`config.mk`:
```
export PLATFORM = sky130hd
export DESIGN_NAME = eab_queue
export DESIGN_NICKNAME = d
export VERILOG_FILES = /design/src/rtl/core/eab_pkg.sv /design/src/rtl/core/eab_queue.sv
export SDC_FILE = /design/constraint.sdc
export NUM_CORES = 1
export LEC_CHECK = 0
export BUFFER_PORTS_ARGS = -buffer_cell sky130_fd_sc_hd__buf_2
export CAP_MARGIN = 20
export CORE_MARGIN = 2
export CORE_UTILIZATION = 47
export DETAILED_ROUTE_END_ITERATION = 12
export GPL_TIMING_DRIVEN = 0
export PLACE_DENSITY = 0.77
export SYNTH_ARGS = -nofsm -noshare
export SYNTH_HDL_FRONTEND = slang
export SYNTH_SLANG_ARGS = --single-unit
```
`constraint.sdc`:
```
create_clock -name clk -period 7 [get_ports clk]
set_input_delay 1.4 -clock clk [delete_from_list [all_inputs] [get_ports clk]]
set_output_delay 1.4 -clock clk [all_outputs]
set_load 0.005 [all_outputs]
```
`src/rtl/core/eab_pkg.sv`:
```
// Shared types, constants and table lookups for the elliptic arc to Bezier block.
// Used by every module under rtl/core; no dependencies of its own.
`default_nettype none
package eab_pkg;

  localparam int MAX_PARTS    = 5;
  localparam int CORDIC_STEPS = 16;
  localparam int QUEUE_DEPTH  = 2;

  localparam int ANG_W  = 24;
  localparam int TRIG_W = 34;
  localparam int UNIT_W = 20;
  localparam int VEC_W  = 44;
  localparam int STEP_W = $clog2(CORDIC_STEPS + 1);
  localparam int PART_W = $clog2(MAX_PARTS + 1);
  localparam int TAB_W  = 5;
  localparam int CFG_IDX_W = 2;

  localparam logic signed [ANG_W-1:0] A_PI      = 205887;
  localparam logic signed [ANG_W-1:0] A_HALF_PI = 102944;
  localparam logic signed [ANG_W-1:0] A_TWO_PI  = 411775;

  localparam logic signed [TRIG_W-1:0] GAIN_Q30 = 652032874;
  localparam logic signed [TRIG_W-1:0] ONE_Q30  = 1073741824;

  localparam logic [CFG_IDX_W-1:0] REG_CLOCKWISE  = 2'd0;
  localparam logic [CFG_IDX_W-1:0] REG_COMPATIBLE = 2'd1;

  typedef struct packed {
    logic signed [ANG_W-1:0] ang_start;
    logic signed [ANG_W-1:0] ang_end;
    logic signed [15:0]      x0;
    logic signed [15:0]      x1;
    logic signed [15:0]      y0;
    logic signed [15:0]      y1;
    logic                    cw;
  } arc_t;

  function automatic logic signed [ANG_W-1:0] atan_entry(input logic [TAB_W-1:0] i);
    logic signed [ANG_W-1:0] r;
    unique case (i)
      5'd0:    r = 51472;
      5'd1:    r = 30385;
      5'd2:    r = 16055;
      5'd3:    r = 8150;
      5'd4:    r = 4091;
      5'd5:    r = 2047;
      5'd6:    r = 1024;
      5'd7:    r = 512;
      5'd8:    r = 256;
      5'd9:    r = 128;
      5'd10:   r = 64;
      5'd11:   r = 32;
      5'd12:   r = 16;
      5'd13:   r = 8;
      5'd14:   r = 4;
      5'd15:   r = 2;
      5'd16:   r = 1;
      default: r = 0;
    endcase
    return r;
  endfunction

  // First quarter boundary past the start angle in the arc direction
  function automatic logic signed [ANG_W-1:0] first_boundary(
      input logic signed [ANG_W-1:0] a, input logic cw);
    logic signed [ANG_W-1:0] r;
    int k;
    r = '0;
    if (cw) begin
      for (k = -5; k <= 5; k++) begin
        if (k * A_HALF_PI <= a) r = ANG_W'((k + 1) * A_HALF_PI);
      end
    end else begin
      for (k = 5; k >= -5; k--) begin
        if (k * A_HALF_PI >= a) r = ANG_W'((k - 1) * A_HALF_PI);
      end
    end
    return r;
  endfunction

endpackage
`default_nettype wire

```
`src/rtl/core/eab_queue.sv`:
```
// Short queue of classified arcs between the front and back ends.
// Depends on eab_pkg.
`default_nettype none
module eab_queue (
  input  logic          clk,
  input  logic          rst,
  input  logic          push,
  input  eab_pkg::arc_t wdata,
  output logic          full,
  input  logic          pop,
  output eab_pkg::arc_t rdata,
  output logic          empty
);
  import eab_pkg::*;

  localparam int PTR_W = (QUEUE_DEPTH > 1) ? $clog2(QUEUE_DEPTH) : 1;
  localparam int CNT_W = $clog2(QUEUE_DEPTH + 1);
  localparam logic [PTR_W-1:0] PTR_LAST = PTR_W'(QUEUE_DEPTH - 1);
  localparam logic [CNT_W-1:0] CNT_FULL = CNT_W'(QUEUE_DEPTH);

  arc_t             entries [QUEUE_DEPTH];
  logic [PTR_W-1:0] wptr, rptr;
  logic [CNT_W-1:0] count;

  assign full  = (count == CNT_FULL);
  assign empty = (count == '0);
  assign rdata = entries[rptr];

  always_ff @(posedge clk) begin
    if (push) entries[wptr] <= wdata;
  end

  always_ff @(posedge clk) begin
    if (rst) begin
      wptr  <= '0;
      rptr  <= '0;
      count <= '0;
    end else begin
      if (push) wptr <= (wptr == PTR_LAST) ? '0 : wptr + 1'b1;
      if (pop)  rptr <= (rptr == PTR_LAST) ? '0 : rptr + 1'b1;
      if (push && !pop)      count <= count + 1'b1;
      else if (pop && !push) count <= count - 1'b1;
    end
  end

  a_no_overflow: assert property (@(posedge clk) disable iff (rst) full |-> !push)
    else $error("queue written while full");
  a_no_underflow: assert property (@(posedge clk) disable iff (rst) empty |-> !pop)
    else $error("queue read while empty");
  a_count_up: assert property (@(posedge clk) disable iff (rst)
      (push && !pop) |=> count == $past(count) + 1'b1)
    else $error("queue count did not advance on write");
  a_count_down: assert property (@(posedge clk) disable iff (rst)
      (pop && !push) |=> count == $past(count) - 1'b1)
    else $error("queue count did not drop on read");

endmodule
`default_nettype wire

```
==> results.md <==
* Endpoint class of the critical path: output pin
* Synth area leaders: edfxtp_1 (78%), mux2_4 (12%), mux2_2 (5.6%)
* Post-place setup slack at 3.84 ns
* Post-synthesis sequential area ratio at 79.6%
* GPL Wtd Cong at between 0.7 and 0.8
* Distinct cells, synth at 17
* Initial core utilization at 48.0%
* Syn nets at 492
* Die Y at 140 µm
* Max Used Layer: met5
* Top cell type's share of synthesized area at 78.4%
* Sequential Power Share at 50.6%
* Drt pass-1 iters at 4
* Slowest CP cell: dfxtp_1
* Fin crit share at 45.1%
* CP Class: flop to output pin
* Worst path required time at roughly 5.6 ns
* Port Buf Inserts at 231
* Post-synthesis xor/xnor area fraction at less than 1%
* Dpl cell area at 10,200 µm²
* Setup crit start kind: flop
* Clock Path Buffers at 3
* Clock skew at 0.0128 ns
* Crit-path max FO at 10
* Clock Power Share at 38.5%
* DIE WIDTH at approximately 140 µm
* Combinational power share at 10.9%
* Worst VDD drop at 0.226 mV
* Core area at 18,000 µm²
* Synth Area in Simple Gates at less than 1%
* Max Cap Violations at 0
* Drc violations at 0
* Post-CTS Setup Inserts at 0
* Setup ws final at 3.84 ns
* Crit path buffers/inverters at 4
* Worst Tran Pin Value at 0.877 ns
* CTS Sinks at 231
* Unrepaired setup endpoints after global routing: no
* Met2 Wirelength at around 8000 µm
* Mux contribution to synthesized area at 17.7%
* Hold Vio Cnt, Final at 0
* Final cell count without fillers at just under 900
* CTS Hold Bufs at 0
* Metal3 WL at 1330 µm
* # IOs at 232
* Cell repeated most along the worst path: buf_6
* Grt total ovfl at 0
* Routed vias/inst at 4.94
* Synthesized area per cell at 23.1 µm²
* Largest net degree at the start of global routing at 59
* Largest family of logic cells by synthesized area: multiplexers
* Overall Power at 3.23 mW
* Total track usage at about 16%
* Number of H-tree levels at 1
* Synth Warn # at 0
* Worst slew margin at 41.4%
* Clock slew at reported path FFs at 0.06 ns
* Internal power at 2.57 mW
* Initial DRC Count at 140
* Final #Nets at around 750
* CP Cell Sequence: buf_6, buf_8, buf_6, mux2_4, buf_2
* Sw frac at 20.4%
* Crit-path leading delay family: buffers and inverters
* Biggest area consumer among synthesized cells: edfxtp_1
* Vias in the first global route at 4,829
* Post-layout util at 61.0%
* Skew-Pair Late Insertion Delay at 0.50 ns
* M1 wire length at roughly 6300 µm
* Dpl hpwl at 11,100 µm
* Cells after synthesis at 374
* Synthesized area at between 8000 and 9000 µm²
* Power density cells at 294 nW/µm²
* Clock tree root driver cell: clkbuf_16
* Status: finished, final reports clean
* Final instance area at 11,000 µm²
* Final worst path period need at 3.16 ns
* CTS Buf Count at 25
* Synth Area in Adders at 0.145%
* CTS tree: built
* First-pass GRT wire length at 24,900 µm
* Die area at 19,500 µm²
* Fmax at 0.317 GHz
* Total wire length at 16,000 µm
* Synth Area in Compound Gates at less than 1%
* Slew Limit Fails at 0
* Rows at 49
* Initial antenna violation count at 3
* Finish-stage setup viols at 0
* DR vias at 4,371
* Worst EP arrival at 1.76 ns
* R2r setup slk at ~5.1 ns
* P_sw at 0.658 mW
* Worst Hold Class: flop to flop
* Critical Path Max Stage Delay at 0.32 ns
* Leakage at between 4 and 5 nW
* Yosys reg bits at 231
* Share of layout cells above drive strength 1 at 60.1%
* Area Growth Syn to Fin at 27.0%
* Final ANT Viol Nets at 0
* Routed len/inst at between 15 and 20 µm
* # resized after CTS at 0
* Inst Count DP at roughly 840
## cell usage in the layout, fill, tap and decap left out
master	count
nor2_1	5
clkinv_1	6
mux2_2	43
dfxtp_1	5
buf_8	1
bufinv_16	3
mux2_4	70
nor2b_1	1
o21ai_0	1
a21oi_1	1
diode_2	1
edfxtp_1	226
or3_1	1
nor2b_4	1
buf_12	2
ha_1	1
xnor2_1	2
and2_4	1
clkbuf_1	9
clkinv_2	1
clkbuf_16	25
inv_6	1
inv_1	1
buf_16	2
buf_6	8
xor2_1	2
buf_2	235
## cell type report
type                    instances  area (µm²)
diodes                          1        2.50
plain buffers                  13         125
clock buffers                  34         659
clock inverters                11         126
fillers                      1317        7040
inverters                       1        3.75
multi-input cells             129        1650
flip-flops and latches        231        6890
well taps                     229         287
repair buffers                235        1250
## cell families after synthesis
logic type,Yosys count
flip-flops,231
multiplexers,113
buffers and inverters,14
AND/OR/NAND/NOR,9
XOR/XNOR,4
AO/OA/AOI/OAI,2
adder cells (fa/ha/maj),1
## worst reg2reg max path: cells and delay by family, from the launching register on
family,cells,cell delay (ns)
DFF,1,0.35
buffers and inverters,2,0.54
and+or+nand+nor,1,0.70
## synthesized netlist by cell type
cell,n
a21oi_1,1
and2_1,1
buf_2,4
buf_6,8
buf_8,1
dfxtp_1,5
edfxtp_1,226
ha_1,1
inv_1,1
mux2_2,43
mux2_4,70
nor2_1,5
nor2b_1,2
o21ai_0,1
or3_1,1
xnor2_1,2
xor2_1,2
## power by group through the flow
| stage | logic (mW) | clock network (mW) | registers (mW) |
|---|---|---|---|
| 2_1_floorplan | 0.196 | 0 | 1.67 |
| 3_3_place_gp | 0.335 | 0 | 1.68 |
| 3_5_place_dp | 0.356 | 0 | 1.67 |
| 4_1_cts | 0.358 | 1.28 | 1.64 |
| 5_1_grt | 0.378 | 1.33 | 1.64 |
| 6_report | 0.351 | 1.24 | 1.64 |
## stage by stage
step | hold slack [ns] | setup TNS, ns
after floorplan | 0.461 | 0
after global placement | 0.488 | -282.25
after detailed placement | 0.512 | 0
after CTS | 0.523 | 0
after global routing | 0.570 | 0
final | 0.529 | 0
## sequential cells by signal, indices dropped and copies added, names as in the netlist, named ones only
register	cells
wptr	1
count	2
rptr	1
entries	226
## metal layers
| layer | vias up | global-route usage (%) |
|---|---|---|
| met1 | 2139 | 19.1 |
| met5 | - | 0 |
| met3 | 33 | 4.99 |
| met2 | 178 | 27.8 |
| li1 | 2019 | - |
| met4 | 2 | 4.79 |
## path summary, 6_finish.rpt
| check | startpoint | to | cells after the start |
|---|---|---|---|
| worst max-delay path | flop | rdata[26] | 5 |
| worst min register to register | count[1] | count[1] | 2 |
| worst min-delay path | count[1] | count[1] | 2 |
| worst max register to register | wptr | entries[0][55] | 3 |
Note: power is estimated with default switching activity, not from simulation.
